### config.mk
export PLATFORM = sky130hd
export DESIGN_NAME = utf8_stream_decoder
export DESIGN_NICKNAME = d
export VERILOG_FILES = /design/src/rtl/core/u8d_pkg.sv /design/src/rtl/core/utf8_stream_decoder.sv /design/src/rtl/core/u8d_front.sv /design/src/rtl/core/u8d_queue.sv /design/src/rtl/core/u8d_back.sv
export SDC_FILE = /design/constraint.sdc
export NUM_CORES = 1
export LEC_CHECK = 0
export ABC_CLOCK_PERIOD_IN_PS = 2800
export BUFFER_PORTS_ARGS = -buffer_cell sky130_fd_sc_hd__buf_2
export CAP_MARGIN = 20
export CORE_UTILIZATION = 53
export DETAILED_ROUTE_END_ITERATION = 12
export PLACE_DENSITY_LB_ADDON = 0.3
export SYNTH_ARGS = -nofsm -noshare
export SYNTH_HDL_FRONTEND = slang
export SYNTH_HIERARCHICAL = 1
export SYNTH_SLANG_ARGS = --single-unit
### constraint.sdc
create_clock -name clk -period 2.8 [get_ports clk]
set_input_delay 0.28 -clock clk [delete_from_list [all_inputs] [get_ports clk]]
set_output_delay 0.28 -clock clk [all_outputs]
set_load 0.02 [all_outputs]
### src/rtl/core/u8d_pkg.sv
package u8d_pkg;

  localparam int QUEUE_DEPTH = 2;
  localparam int QUEUE_AW    = $clog2(QUEUE_DEPTH);

  localparam logic [20:0] CP_REPL = 21'h00FFFD;

  // Byte classes as seen by the front end.
  typedef enum logic [2:0] {
    CL_ASCII,
    CL_CONT,
    CL_LEAD2,
    CL_LEAD3,
    CL_LEAD4,
    CL_BAD
  } byte_class_t;

  typedef struct packed {
    logic        mode;
    logic [7:0]  byte_value;
    byte_class_t cls;
  } item_t;

  function automatic byte_class_t classify(logic [7:0] b);
    byte_class_t r;
    if (!b[7])                r = CL_ASCII;
    else if (!b[6])           r = CL_CONT;
    else if (!b[5])           r = CL_LEAD2;
    else if (!b[4])           r = CL_LEAD3;
    else if (!b[3])           r = CL_LEAD4;
    else                      r = CL_BAD;
    return r;
  endfunction

endpackage

### src/rtl/core/utf8_stream_decoder.sv
// UTF-8 stream decoder.
// Input channel (in_valid/in_ready): one word per transfer, either a data
// byte (in_mode = 0, in_byte_value) or an end-of-stream mark (in_mode = 1).
// Output channel (out_valid/out_ready): one decoded code point per word,
// U+FFFD for any malformed or rejected input. A word yields zero or one
// code point; lead and middle bytes of a sequence yield none.
// A word accepted by the front end waits in the front queue; when the back
// end pops it, it registers the code point (if any) onto out_code_point.
// Throughput: one word per cycle, sustained. The back end updates its phase
// as it pops each word, so nothing limits the rate but the output
// handshake.
// Reset (rst_n low, synchronous) empties the queue, drops any pending
// output and returns the decoder to the start phase.
// When the receiver stalls, the output register holds its word, the back
// end stops popping, and the two-entry queue fills; in_ready drops once the
// queue is full and rises as soon as an entry drains.
module utf8_stream_decoder
  import u8d_pkg::*;
(
  input  logic        clk,
  input  logic        rst_n,
  input  logic        in_valid,
  output logic        in_ready,
  input  logic        in_mode,
  input  logic [7:0]  in_byte_value,
  output logic        out_valid,
  input  logic        out_ready,
  output logic [20:0] out_code_point
);

  // front end to queue
  logic  q_push;
  logic  q_full;
  item_t q_wr_item;

  // queue to back end
  logic  q_pop;
  logic  q_not_empty;
  item_t q_rd_item;

  // Classify each incoming word and push it.
  u8d_front u_front (
    .in_valid      (in_valid),
    .in_ready      (in_ready),
    .in_mode       (in_mode),
    .in_byte_value (in_byte_value),
    .q_full        (q_full),
    .q_push        (q_push),
    .q_item        (q_wr_item)
  );

  // Decouple the two sides so each can stall on its own.
  u8d_queue u_queue (
    .clk       (clk),
    .rst_n     (rst_n),
    .push      (q_push),
    .push_item (q_wr_item),
    .full      (q_full),
    .pop       (q_pop),
    .pop_item  (q_rd_item),
    .not_empty (q_not_empty)
  );

  // Advance the phase machine and register the result word.
  u8d_back u_back (
    .clk            (clk),
    .rst_n          (rst_n),
    .q_valid        (q_not_empty),
    .q_item         (q_rd_item),
    .q_pop          (q_pop),
    .out_valid      (out_valid),
    .out_ready      (out_ready),
    .out_code_point (out_code_point)
  );

endmodule

### src/rtl/core/u8d_front.sv
module u8d_front
  import u8d_pkg::*;
(
  input  logic       in_valid,
  output logic       in_ready,
  input  logic       in_mode,
  input  logic [7:0] in_byte_value,
  input  logic       q_full,
  output logic       q_push,
  output item_t      q_item
);

  // Accept whenever the queue has room; tag each word with its byte class.
  assign in_ready          = !q_full;
  assign q_push            = in_valid && !q_full;
  assign q_item.mode       = in_mode;
  assign q_item.byte_value = in_byte_value;
  assign q_item.cls        = classify(in_byte_value);

endmodule

### src/rtl/core/u8d_queue.sv
module u8d_queue
  import u8d_pkg::*;
(
  input  logic  clk,
  input  logic  rst_n,
  input  logic  push,
  input  item_t push_item,
  output logic  full,
  input  logic  pop,
  output item_t pop_item,
  output logic  not_empty
);

  item_t                mem_r [QUEUE_DEPTH];
  logic [QUEUE_AW-1:0]  wr_ptr_r;
  logic [QUEUE_AW-1:0]  rd_ptr_r;
  logic [QUEUE_AW:0]    count_r;
  logic [QUEUE_AW-1:0]  wr_ptr_nxt;
  logic [QUEUE_AW-1:0]  rd_ptr_nxt;
  logic [QUEUE_AW:0]    count_nxt;

  localparam logic [QUEUE_AW:0]   CountFull = (QUEUE_AW+1)'(QUEUE_DEPTH);
  localparam logic [QUEUE_AW-1:0] PtrLast   = QUEUE_AW'(QUEUE_DEPTH - 1);

  assign full      = (count_r == CountFull);
  assign not_empty = (count_r != '0);
  assign pop_item  = mem_r[rd_ptr_r];

  always_comb begin
    wr_ptr_nxt = wr_ptr_r;
    rd_ptr_nxt = rd_ptr_r;
    count_nxt  = count_r;
    if (push) begin
      wr_ptr_nxt = (wr_ptr_r == PtrLast) ? '0 : wr_ptr_r + 1'b1;
    end
    if (pop) begin
      rd_ptr_nxt = (rd_ptr_r == PtrLast) ? '0 : rd_ptr_r + 1'b1;
    end
    if (push && !pop) begin
      count_nxt = count_r + 1'b1;
    end else if (pop && !push) begin
      count_nxt = count_r - 1'b1;
    end
  end

  always_ff @(posedge clk) begin
    if (!rst_n) begin
      wr_ptr_r <= '0;
      rd_ptr_r <= '0;
      count_r  <= '0;
    end else begin
      wr_ptr_r <= wr_ptr_nxt;
      rd_ptr_r <= rd_ptr_nxt;
      count_r  <= count_nxt;
    end
  end

  always_ff @(posedge clk) begin
    if (push) begin
      mem_r[wr_ptr_r] <= push_item;
    end
  end

endmodule

### src/rtl/core/u8d_back.sv
module u8d_back
  import u8d_pkg::*;
(
  input  logic        clk,
  input  logic        rst_n,
  input  logic        q_valid,
  input  item_t       q_item,
  output logic        q_pop,
  output logic        out_valid,
  input  logic        out_ready,
  output logic [20:0] out_code_point
);

  localparam logic [2:0] PH_START = 3'd0;
  localparam logic [2:0] PH_S22   = 3'd1;
  localparam logic [2:0] PH_S23   = 3'd2;
  localparam logic [2:0] PH_S24   = 3'd3;
  localparam logic [2:0] PH_S33   = 3'd4;
  localparam logic [2:0] PH_S34   = 3'd5;
  localparam logic [2:0] PH_RECOV = 3'd6;
  localparam logic [2:0] PH_S44   = 3'd7;

  function automatic logic [20:0] check2(logic [10:0] v);
    return (v < 11'h080) ? CP_REPL : {10'b0, v};
  endfunction

  function automatic logic [20:0] check3(logic [15:0] v);
    logic bad;
    bad = (v < 16'h0800) || (v[15:11] == 5'b11011) || (v[15:1] == 15'h7FFF);
    return bad ? CP_REPL : {5'b0, v};
  endfunction

  function automatic logic [20:0] check4(logic [20:0] v);
    logic bad;
    bad = (v < 21'h010000) || (v > 21'h10FFFD) || (v[15:1] == 15'h7FFF);
    return bad ? CP_REPL : v;
  endfunction

  logic [2:0]  phase_r, phase_nxt;
  logic [14:0] pbits_r, pbits_nxt;
  logic        out_valid_r;
  logic [20:0] out_cp_r;
  logic        emit;
  logic [20:0] cp;
  logic [7:0]  b;
  logic [5:0]  c;
  byte_class_t hcls;

  assign b       = q_item.byte_value;
  assign c       = b[5:0];
  assign hcls    = classify(pbits_r[7:0]);
  assign q_pop   = q_valid && (!out_valid_r || out_ready);

  always_comb begin
    emit      = 1'b0;
    cp        = CP_REPL;
    phase_nxt = phase_r;
    pbits_nxt = pbits_r;
    if (q_item.mode) begin
      // end of stream: flush whatever is pending
      emit      = (phase_r != PH_START);
      if (phase_r == PH_RECOV && !pbits_r[7]) begin
        cp = {14'b0, pbits_r[6:0]};
      end
      phase_nxt = PH_START;
      pbits_nxt = '0;
    end else begin
      case (phase_r)
        PH_START: begin
          case (q_item.cls)
            CL_ASCII: begin
              emit = 1'b1;
              cp   = {13'b0, b};
            end
            CL_LEAD2: begin
              phase_nxt = PH_S22;
              pbits_nxt = {10'b0, b[4:0]};
            end
            CL_LEAD3: begin
              phase_nxt = PH_S23;
              pbits_nxt = {11'b0, b[3:0]};
            end
            CL_LEAD4: begin
              phase_nxt = PH_S24;
              pbits_nxt = {12'b0, b[2:0]};
            end
            default: begin
              emit      = 1'b1;
              phase_nxt = PH_START;
              pbits_nxt = '0;
            end
          endcase
        end
        PH_RECOV: begin
          if (hcls == CL_ASCII) begin
            emit      = 1'b1;
            cp        = {13'b0, pbits_r[7:0]};
            pbits_nxt = {7'b0, b};
          end else if (hcls == CL_CONT || hcls == CL_BAD || q_item.cls != CL_CONT) begin
            emit      = 1'b1;
            pbits_nxt = {7'b0, b};
          end else if (hcls == CL_LEAD2) begin
            emit      = 1'b1;
            cp        = check2({pbits_r[4:0], c});
            phase_nxt = PH_START;
            pbits_nxt = '0;
          end else if (hcls == CL_LEAD3) begin
            phase_nxt = PH_S33;
            pbits_nxt = {5'b0, pbits_r[3:0], c};
          end else begin
            phase_nxt = PH_S34;
            pbits_nxt = {6'b0, pbits_r[2:0], c};
          end
        end
        default: begin
          if (q_item.cls != CL_CONT) begin
            // broken sequence: hold the offending byte
            emit      = 1'b1;
            phase_nxt = PH_RECOV;
            pbits_nxt = {7'b0, b};
          end else begin
            case (phase_r)
              PH_S22: begin
                emit      = 1'b1;
                cp        = check2({pbits_r[4:0], c});
                phase_nxt = PH_START;
                pbits_nxt = '0;
              end
              PH_S23: begin
                phase_nxt = PH_S33;
                pbits_nxt = {5'b0, pbits_r[3:0], c};
              end
              PH_S24: begin
                phase_nxt = PH_S34;
                pbits_nxt = {6'b0, pbits_r[2:0], c};
              end
              PH_S34: begin
                phase_nxt = PH_S44;
                pbits_nxt = {pbits_r[8:0], c};
              end
              PH_S33: begin
                emit      = 1'b1;
                cp        = check3({pbits_r[9:0], c});
                phase_nxt = PH_START;
                pbits_nxt = '0;
              end
              default: begin
                emit      = 1'b1;
                cp        = check4({pbits_r, c});
                phase_nxt = PH_START;
                pbits_nxt = '0;
              end
            endcase
          end
        end
      endcase
    end
  end

  always_ff @(posedge clk) begin
    if (!rst_n) begin
      phase_r     <= PH_START;
      pbits_r     <= '0;
      out_valid_r <= 1'b0;
    end else begin
      if (q_pop) begin
        phase_r     <= phase_nxt;
        pbits_r     <= pbits_nxt;
        out_valid_r <= emit;
      end else if (out_ready) begin
        out_valid_r <= 1'b0;
      end
    end
  end

  always_ff @(posedge clk) begin
    if (q_pop && emit) begin
      out_cp_r <= cp;
    end
  end

  assign out_valid      = out_valid_r;
  assign out_code_point = out_cp_r;

endmodule

==> qor.txt, run 1 <==
R2R depth -> 6
Synth Instances -> 357
P_sw -> 1500 uW
ant diodes -> 0
Avg Cell Area, Syn -> 10.4 sq um
DR vias -> 3,131
clock slew at the register clock pins of the worst setup and hold paths -> 0.08 ns
leakage power -> 0.00152 uW
Post-CTS Hold Fix Bufs -> 0
logic gate share of total power -> 41.9%
FP Rows -> 30
worst setup path end -> u_back/out_code_point[15]$_DFFE_PP_
core region area -> 6790 sq um
largest net degree at the start of global routing -> 22
Max VDD drop -> 0.489 mV
# nets final -> 410
GRT overflow -> 0
Max-Cap Viols -> 0
vias in the first global route -> 2,949
multi-input logic area -> 1680 sq um
vias per cell -> 6.30
drt first pass iters -> 5
Setup crit start kind -> register
CP Buf/Inv Count -> 0
Resize count post-CTS -> 0
number of flops mapped to enable cells by yosys -> 45
clock insertion delay at the later pin of the skew report -> 0.35 ns
Reg area -> 1830 sq um
Crit. End Element -> register
DIE WIDTH -> 85.8 microns
hpwl dp -> 6360 microns
Final min period -> 2.58 ns
Top FF cell, synth -> edfxtp_1
Place WS -> 0.180 ns
unrepaired setup endpoints after global routing -> no
Wirelength per Cell -> 18.2 microns
CTS max path bufs -> 2
Crit Path Max Fanout -> 7
Pwr Density -> 928 nW/um^2
flop-to-flop setup slack -> 0.22 ns
Reg power frac -> 36.0%
synth unique cells -> 68
Worst-Margin Slew -> 1.02 ns
share of post-route cells with drive strength above 1 -> 27.4%
type of the worst setup path -> register to register
chip height -> 85.8 microns
Detail Route Antenna Nets -> 0
area leader, netlist -> edfxtp_1
f_max -> 388 MHz
Crit path required time -> 2.88 ns
Tcrit/Tclk final -> 92.0%
sw frac -> 37.8%
Finish-stage setup viols -> 0
root buffer cell -> clkbuf_8
Routed WL -> 9050 microns
Post-Syn Area -> 3720 sq um
main area contributors after synthesis -> edfxtp_1 (36%), dfxtp_1 (13%), mux2_2 (3.6%)
setup slack after layout -> 0.224 ns
YS warnings -> 6
Detailed Route Iter0 Violations -> 353
sequential share of the synthesized area -> 49.2%
clk sinks -> 69
Initial Util -> 54.8%
full die area -> 7370 sq um
PortBufs -> 35
worst r2r dst -> u_back/out_code_point[15]$_DFFE_PP_
Tot GR Track Use -> 26.0%
Final Skew -> 0.0101 ns
fill count -> 526
run status -> finished clean
Int Power -> 2460 uW
routability cong. -> 0.985
ordered list of cells on the worst path -> mux2_2 -> or3_4 -> a2111oi_4 -> a21oi_1 -> o2bb2ai_2 -> a31oi_1
Setup Buffers After CTS -> 0
Synth top area share -> 36.3%
hold path depth -> 1
clock network power share -> 22.1%
H-tree Lvls -> 3
CTS buffer count -> 9
Yosys reg bits -> 69
Worst EP arrival -> 2.65 ns
Area growth, synth to finish -> 14.5%
Hold Vio Cnt, Final -> 0
IO Count -> 36
asr flop ratio synth -> 0%
CP max-delay cell -> or3_4
crit-path leading delay family -> compound AO/OA/AOI/OAI gates
Mapped Nets -> 371
CTS tree -> yes
initial antenna violation count -> 0
CP max stage delay -> 0.49 ns
Levels on crit path -> 6
relative slew slack -> 31.6%
Hold WC Path Type -> input pin to register
drt drc -> 0
Final Slew Violations -> 0
setup_tns -> 0 ns
global-route wire length before repair -> 14,500 microns
metal layers:
| metal | global-route usage [%] | routed length, microns |
|---|---|---|
| met1 | 32.1 | 3740 |
| met2 | 41.8 | 4360 |
| met3 | 5.87 | 616 |
| met4 | 15.3 | 335 |
| met5 | 0 | 0 |
power groups by stage:
| stage | registers, uW | logic [uW] | clock network, uW |
|---|---|---|---|
| 6_report | 1430 | 1660 | 873 |
| 3_5_place_dp | 1450 | 1620 | 0 |
| 3_3_place_gp | 1440 | 1600 | 0 |
| 4_1_cts | 1430 | 1630 | 890 |
| 5_1_grt | 1450 | 1790 | 936 |
| 2_1_floorplan | 1540 | 1080 | 0 |
worst min path at each step:
stage                startpoint                             end  slack, ns
2_1_floorplan             rst_n   u_queue/wr_ptr_r$_SDFFE_PN0P_       0.40
3_3_place_gp   in_byte_value[0]   u_queue/mem_r[0][3]$_DFFE_PP_       0.47
3_5_place_dp   in_byte_value[0]   u_queue/mem_r[1][3]$_DFFE_PP_       0.47
4_1_cts                 in_mode  u_queue/mem_r[0][11]$_DFFE_PP_       0.11
5_1_grt                 in_mode  u_queue/mem_r[0][11]$_DFFE_PP_       0.10
6_report                in_mode  u_queue/mem_r[0][11]$_DFFE_PP_       0.12
synthesized netlist by cell type (all sizes together), types with 5 or more instances:
cell / instances
edfxtp: 45
nand2: 34
dfxtp: 24
buf: 23
a21oi: 18
nor2: 18
o21ai: 15
a31oi: 14
clkbuf: 12
mux2: 12
nand3: 12
inv: 10
and2: 9
a32oi: 7
or3: 6
a22oi: 5
nand4: 5
nor3: 5
o221ai: 5
o22a: 5
xor2: 5
placed cells by master (no fill, tap or decap), drive strengths merged, types with 6 or more instances in the layout:
cell type / Yosys / final
mux2: 12 / 12
or3: 6 / 6
nor2: 18 / 18
inv: 10 / 10
a31oi: 14 / 14
nand3: 12 / 12
dfxtp: 24 / 24
a32oi: 7 / 7
clkbuf: 12 / 9
and2: 9 / 9
edfxtp: 45 / 45
a21oi: 18 / 18
o21ai: 15 / 15
buf: 23 / 63
nand2: 34 / 34
through the flow:
| step | hold WS, ns | std cells | power, uW | utilization [%] | cell area, sq um |
|---|---|---|---|---|---|
| after detailed placement | 0.471 | 481 | 3060 | 59.6 | 4050 |
| after floorplan | 0.398 | 357 | 2610 | - | 3730 |
| after global placement | 0.468 | 481 | 3040 | 59.6 | 4050 |
| final | 0.118 | 497 | 3960 | 62.8 | 4270 |
| after CTS | 0.106 | 497 | 3940 | 62.7 | 4260 |
| after global routing | 0.102 | 497 | 4170 | 62.8 | 4270 |
registers in the layout (all words and copies together), names as in the netlist, named ones only:
name / count
u_back/out_valid: 1
u_queue/mem_r: 24
u_back/out_code_point: 21
u_queue/wr_ptr_r: 1
u_queue/rd_ptr_r: 1
u_back/phase_r: 3
u_queue/count_r: 2
u_back/pbits_r: 15
cell type report:
class / instances / area share, %
multi-input combinational: 243 / 39.3
clock buffer: 9 / 2.90
clock inverter: 7 / 2.11
tap: 96 / 2.82
inverter: 10 / 0.880
timing repair buffer: 63 / 9.03
sequential: 69 / 42.9
logic make-up (layout without fill, tap and decap cells):
logic type	count (synthesis)	after routing	synth area share, %
fa+ha+maj	2	2	0.605
flops	69	69	49.2
simple gates	116	116	17.2
xor+xnor	8	8	1.88
buf+inv	45	89	5.98
compound gates	105	105	21.6
mux	12	12	3.63
(Power assumes the default switching activity.)
==> run 2, diff against run 1 <==
--- a/config.mk
+++ b/config.mk
@@ -5,9 +5,10 @@
 export SDC_FILE = /design/constraint.sdc
 export NUM_CORES = 1
 export LEC_CHECK = 0
-export ABC_CLOCK_PERIOD_IN_PS = 2800
+export ABC_CLOCK_PERIOD_IN_PS = 2190
 export BUFFER_PORTS_ARGS = -buffer_cell sky130_fd_sc_hd__buf_2
 export CAP_MARGIN = 20
+export CORE_MARGIN = 2
 export CORE_UTILIZATION = 53
 export DETAILED_ROUTE_END_ITERATION = 12
 export PLACE_DENSITY_LB_ADDON = 0.3
==> constraint.sdc (replaced) <==
create_clock -name clk -period 2.19 [get_ports clk]
set_input_delay 0.219 -clock clk [delete_from_list [all_inputs] [get_ports clk]]
set_output_delay 0.219 -clock clk [all_outputs]
set_load 0.02 [all_outputs]
==> qor.txt, run 2 (synthesis results as in run 1) <==
commonest cells after routing, fill and taps aside -> buf_4 (64), edfxtp_1 (45), buf_2 (35)
Initial Util -> 54.8% (unchanged)
CTS max path bufs -> 2 (unchanged)
full die area -> 7710 sq um (+4.7%)
fill count -> 493 (-6.3%)
Wirelength per Cell -> 17.7 microns (-2.6%)
Final min period -> 2.24 ns (-0.335 ns)
Detail Route Antenna Nets -> 0 (unchanged)
failing checks -> negative setup slack
leakage power -> 0.00176 uW (+16%)
flop-to-flop setup slack -> -0.05 ns (-0.27 ns)
Detailed Route Iter0 Violations -> 572 (+62%)
most used cell, CP -> buf_4
FP Rows -> 30 (unchanged)
Setup crit start kind -> register
Max-Cap Viols -> 0 (unchanged)
Max VDD drop -> 0.741 mV (+52%)
sw frac -> 37.8% (about the same)
max reg flops -> 24 (unchanged)
Area after DPL -> 4370 sq um (+7.9%)
run status -> finished, violations left
Place WS -> -0.0931 ns (-0.273 ns)
worst setup path end -> u_back/pbits_r[12]$_SDFFE_PN0P_
# nets final -> 455 (+11%)
global-route wire length before repair -> 14,700 microns (+1.1%)
Final Slew Violations -> 0 (unchanged)
Finish-stage setup viols -> 14 (+14)
H-tree Lvls -> 3 (unchanged)
ant diodes -> 0 (unchanged)
Tcrit/Tclk final -> 102% (+10 points)
vias per cell -> 6.20 (-1.5%)
CP max stage delay -> 0.43 ns (-0.06 ns)
Crit. End Element -> register
CTS buffer count -> 9 (unchanged)
Reg area -> 1840 sq um (+0.20%)
R2R depth -> 8 (+2)
core region area -> 6790 sq um (unchanged)
vias in the first global route -> 3,035 (+2.9%)
most common cell after layout, fill and taps aside -> buf_4
Tot GR Track Use -> 25.2% (-0.82 points)
Area growth, synth to finish -> 27.7%
relative slew slack -> 62.7% (+31 points)
Worst-Margin Slew -> 0.560 ns (-0.465 ns)
Hold WC Path Type -> input pin to register
Routed WL -> 9600 microns (+6.0%)
fin area -> 4760 sq um (+12%)
multi-input logic area -> 1820 sq um (+8.7%)
Crit path required time -> 2.41 ns (-0.47 ns)
initial antenna violation count -> 0 (unchanged)
chip height -> 87.8 microns (+2.3%)
GRT overflow -> 0 (unchanged)
f_max -> 446 MHz (+15%)
DR vias -> 3,356 (+7.2%)
Final Skew -> 0.0105 ns (+0.000379 ns)
Crit Path Max Fanout -> 5 (-2)
setup slack after layout -> -0.0507 ns (-0.275 ns)
DIE WIDTH -> 87.8 microns (+2.3%)
worst r2r dst -> u_back/pbits_r[12]$_SDFFE_PN0P_
clock insertion delay at the later pin of the skew report -> 0.34 ns (about the same)
type of the worst setup path -> register to register
Int Power -> 3410 uW (+38%)
Reg power frac -> 33.3% (-2.7 points)
unrepaired setup endpoints after global routing -> yes
routability cong. -> 0.999 (+1.5%)
Reg with most FFs -> u_queue/mem_r
largest net degree at the start of global routing -> 16 (-27%)
clock slew at the register clock pins of the worst setup and hold paths -> 0.07 ns (about the same)
clock network power share -> 17.5% (-4.6 points)
Post-CTS Hold Fix Bufs -> 0 (unchanged)
logic gate share of total power -> 49.3% (+7.4 points)
drt drc -> 0 (unchanged)
Worst EP arrival -> 2.46 ns (-0.19 ns)
CTS tree -> yes
P_sw -> 2070 uW (+38%)
drt first pass iters -> 7 (+2)
clk sinks -> 69 (unchanged)
PortBufs -> 35 (unchanged)
hpwl dp -> 6570 microns (+3.2%)
fin util -> 70.0% (+7.2 points)
Pwr Density -> 1150 nW/um^2 (+24%)
share of post-route cells with drive strength above 1 -> 38.0% (+11 points)
root buffer cell -> clkbuf_8
IO Count -> 36 (unchanged)
Hold Vio Cnt, Final -> 0 (unchanged)
ordered list of cells on the worst path -> mux2_4 -> or3_4 -> buf_4 -> o311ai_4 -> nor4_2 -> buf_4 -> a22oi_1 -> nor2_1
CP max-delay cell -> or3_4
==> run 2: final cells by class <==
cell class	instances	share of cell area, %
Clock inverter	6	1.16
Sequential cell	69	38.6
Tap cell	96	2.52
Multi-Input combinational cell	244	38.3
Timing Repair Buffer	107	16.0
Inverter	10	0.789
Clock buffer	9	2.60
==> run 2: power by group through the flow <==
| stage | sequential (uW) | clock, uW | combinational, uW |
|---|---|---|---|
| floorplan | 1970 | 0 | 1470 |
| global placement | 1840 | 0 | 2370 |
| detailed placement | 1850 | 0 | 2400 |
| CTS | 1820 | 977 | 2530 |
| global route | 1840 | 1030 | 2880 |
| finish | 1820 | 957 | 2700 |
==> run 2: worst min-delay path by stage <==
stage,startpoint,endpoint,slack [ns],cells after the start
after floorplan,rst_n,u_queue/wr_ptr_r$_SDFFE_PN0P_,0.34,1
after global placement,in_byte_value[0],u_queue/mem_r[0][3]$_DFFE_PP_,0.41,1
final,in_byte_value[0],u_queue/mem_r[1][3]$_DFFE_PP_,0.06,1
after CTS,in_byte_value[0],u_queue/mem_r[1][3]$_DFFE_PP_,0.05,1
after detailed placement,in_byte_value[0],u_queue/mem_r[0][3]$_DFFE_PP_,0.41,1
after global routing,in_byte_value[2],u_queue/mem_r[0][5]$_DFFE_PP_,0.06,1
==> run 2: worst max-delay path: cells and delay by family, from the launching register on <==
family / cells / cell delay [ns]
buffers and inverters: 2 / 0.33
AOI/OAI and AO/OA: 2 / 0.52
DFF: 1 / 0.39
muxes: 1 / 0.32
and+or+nand+nor: 3 / 0.55
==> run 2: repair_timing <==
item                       4_1_cts  5_1_grt
buffers inserted                 5        5
cloned                           1        0
pin swaps                        5        9
gates resized for setup         14       16
setup endpoints to repair       54       42
==> run 2: routing by layer <==
| metal | part of all wire [%] | track usage (%) | vias to the layer above |
|---|---|---|---|
| met1 | 41 | 32.7 | 1588 |
| met3 | 7.6 | 4.52 | 33 |
| li1 | - | - | 1528 |
| met5 | 0 | 0 | - |
| met2 | 49 | 40.8 | 207 |
| met4 | 2.8 | 12.0 | 0 |
==> run 2: through the flow <==
stage / TNS, ns / hold slack [ns] / cells / total power (uW)
after floorplan: -4.42 / 0.337 / 357 / 3440
after global placement: -1.02 / 0.407 / 515 / 4210
after detailed placement: -2.71 / 0.412 / 515 / 4240
after CTS: -0.0114 / 0.0525 / 536 / 5330
after global routing: -1.76 / 0.0593 / 541 / 5750
final: -0.317 / 0.0627 / 541 / 5480
==> run 3, diff against run 2 <==
--- a/config.mk
+++ b/config.mk
@@ -8,7 +8,7 @@
 export ABC_CLOCK_PERIOD_IN_PS = 2190
 export BUFFER_PORTS_ARGS = -buffer_cell sky130_fd_sc_hd__buf_2
 export CAP_MARGIN = 20
-export CORE_MARGIN = 2
+export CORE_MARGIN = 8
 export CORE_UTILIZATION = 53
 export DETAILED_ROUTE_END_ITERATION = 12
 export PLACE_DENSITY_LB_ADDON = 0.3
==> qor.txt, run 3 (synthesis results as in run 1) <==
run status -> finished, violations left
failing checks -> negative setup slack
Wirelength per Cell -> 18.8 microns (+5.7%)
initial antenna violation count -> 0 (unchanged)
Max-Cap Viols -> 0 (unchanged)
DIE WIDTH -> 99.8 microns (+14%)
CTS max path bufs -> 2 (unchanged)
H-tree Lvls -> 3 (unchanged)
Final min period -> 2.29 ns (+0.0484 ns)
clock slew at the register clock pins of the worst setup and hold paths -> 0.07 ns (about the same)
root buffer cell -> clkbuf_8
Worst-Margin Slew -> 0.701 ns (+0.141 ns)
Max VDD drop -> 0.630 mV (-15%)
Detail Route Antenna Nets -> 0 (unchanged)
ant diodes -> 0 (unchanged)
clk sinks -> 69 (unchanged)
CTS buffer count -> 9 (unchanged)
fin util -> 71.8% (+1.8 points)
Routed WL -> 10,300 microns (+7.1%)
Final Skew -> 0.0117 ns (+0.00121 ns)
drt first pass iters -> 6 (-1)
Initial Util -> 54.8% (unchanged)
Finish-stage setup viols -> 18 (+4)
leakage power -> 0.00181 uW (+3.1%)
IO Count -> 36 (unchanged)
Post-Layout Cell Count -> 548 (+1.3%)
drt drc -> 0 (unchanged)
Crit path required time -> 2.29 ns (-0.12 ns)
unrepaired setup endpoints after global routing -> yes
commonest cells after routing, fill and taps aside -> buf_4 (64), edfxtp_1 (45), buf_2 (35)
Pwr Density -> 1170 nW/um^2 (+1.5%)
core region area -> 6790 sq um (unchanged)
Worst EP arrival -> 2.39 ns (-0.07 ns)
vias in the first global route -> 3,209 (+5.7%)
most used cell, CP -> buf_6
ordered list of cells on the worst path -> mux2_4 -> buf_6 -> nor3b_4 -> buf_6 -> nand3_4 -> a222oi_1 -> buf_4 -> o311ai_1
Power Total -> 5700 uW (+4.1%)
Tcrit/Tclk final -> 105% (+2.2 points)
routability cong. -> 1.00 (+0.15%)
Hold WC Path Type -> input pin to register
fill count -> 478 (-3.0%)
full die area -> 9970 sq um (+29%)
Crit Path Max Fanout -> 7 (+2)
relative slew slack -> 53.0% (-9.6 points)
global-route wire length before repair -> 16,000 microns (+9.1%)
type of the worst setup path -> register to register
DR vias -> 3,339 (-0.51%)
Setup crit start kind -> register
Area growth, synth to finish -> 31.0%
# nets final -> 461 (+1.3%)
most common cell after layout, fill and taps aside -> buf_4
Final Slew Violations -> 0 (unchanged)
Tot GR Track Use -> 20.7% (-4.5 points)
PortBufs -> 35 (unchanged)
max reg flops -> 24 (unchanged)
vias per cell -> 6.09 (-1.8%)
share of post-route cells with drive strength above 1 -> 39.8% (+1.8 points)
largest net degree at the start of global routing -> 16 (unchanged)
GRT overflow -> 0 (unchanged)
Detailed Route Iter0 Violations -> 283 (-51%)
setup slack after layout -> -0.0991 ns (-0.0484 ns)
chip height -> 99.8 microns (+14%)
Crit. End Element -> register
hpwl dp -> 7200 microns (+9.6%)
FP Rows -> 30 (unchanged)
placed insts -> 519 (+0.78%)
CP max-delay cell -> dfxtp_4
f_max -> 437 MHz (-2.1%)
Reg with most FFs -> u_queue/mem_r
CP max stage delay -> 0.38 ns (-0.05 ns)
Worst Min Path Start -> in_byte_value[2]
Hold Vio Cnt, Final -> 0 (unchanged)
CTS tree -> yes
setup_tns -> -1.23 ns (-0.915 ns)
clock insertion delay at the later pin of the skew report -> 0.36 ns (+0.02 ns)
## run 3: timing repair
item,4_1_cts,5_1_grt
cloned,1,1
setup endpoints to repair,55,45
pin swaps,10,14
hold buffers,0,0
gates resized for setup,19,24
buffers inserted,8,4
## run 3: through the flow
stage | worst slack (ns) | hold slack (ns) | cell area (sq um)
finish | -0.0991 | 0.0459 | 4880
global route | -0.135 | 0.0373 | 4880
CTS | -0.0760 | 0.0435 | 4730
detailed placement | -0.213 | 0.411 | 4390
global placement | -0.138 | 0.406 | 4390
floorplan | -0.310 | 0.337 | 3800
## run 3: per-layer routing
layer	global-route usage (%)	wire length [microns]	vias up
li1	-	-	1536
met1	23.5	4140	1608
met2	35.0	5090	157
met3	5.47	721	38
met4	10.4	330	0
met5	0	0	-
## run 3: final cells by class
class                      count  area, sq um  share of cell area, %
timing repair buffer         112          811                   16.6
clock buffer                   9          124                   2.54
clock inverter                 7         66.3                   1.36
multi-input combinational    245         1890                   38.7
inverter                      10         37.5                  0.769
sequential                    69         1840                   37.6
tap                           96          120                   2.46
## run 3: power breakdown
| group | switching, uW | internal, uW | leakage (uW) |
|---|---|---|---|
| Combinational | 1590 | 1270 | 0.00111 |
| Sequential | 110 | 1720 | 0.000599 |
| Clock | 494 | 519 | 0.0000987 |
## run 3: critical path: cells and delay by family, from the launching register on
kind / cells / cell delay [ns]
AND/OR/NAND/NOR: 2 / 0.34
flip-flops: 1 / 0.38
multiplexers: 1 / 0.31
AO/OA/AOI/OAI: 2 / 0.48
buffers and inverters: 3 / 0.51
## run 3: path summary, 6_finish.rpt
path	endpoint	slack (ns)	cells past startpoint
worst min-delay path	u_queue/mem_r[1][5]$_DFFE_PP_	0.05	1
worst max-delay path	u_back/out_code_point[10]$_DFFE_PP_	-0.1	8
worst max register to register	u_back/out_code_point[10]$_DFFE_PP_	-0.1	8
worst min register to register	u_queue/count_r[1]$_SDFFE_PN0P_	0.51	2
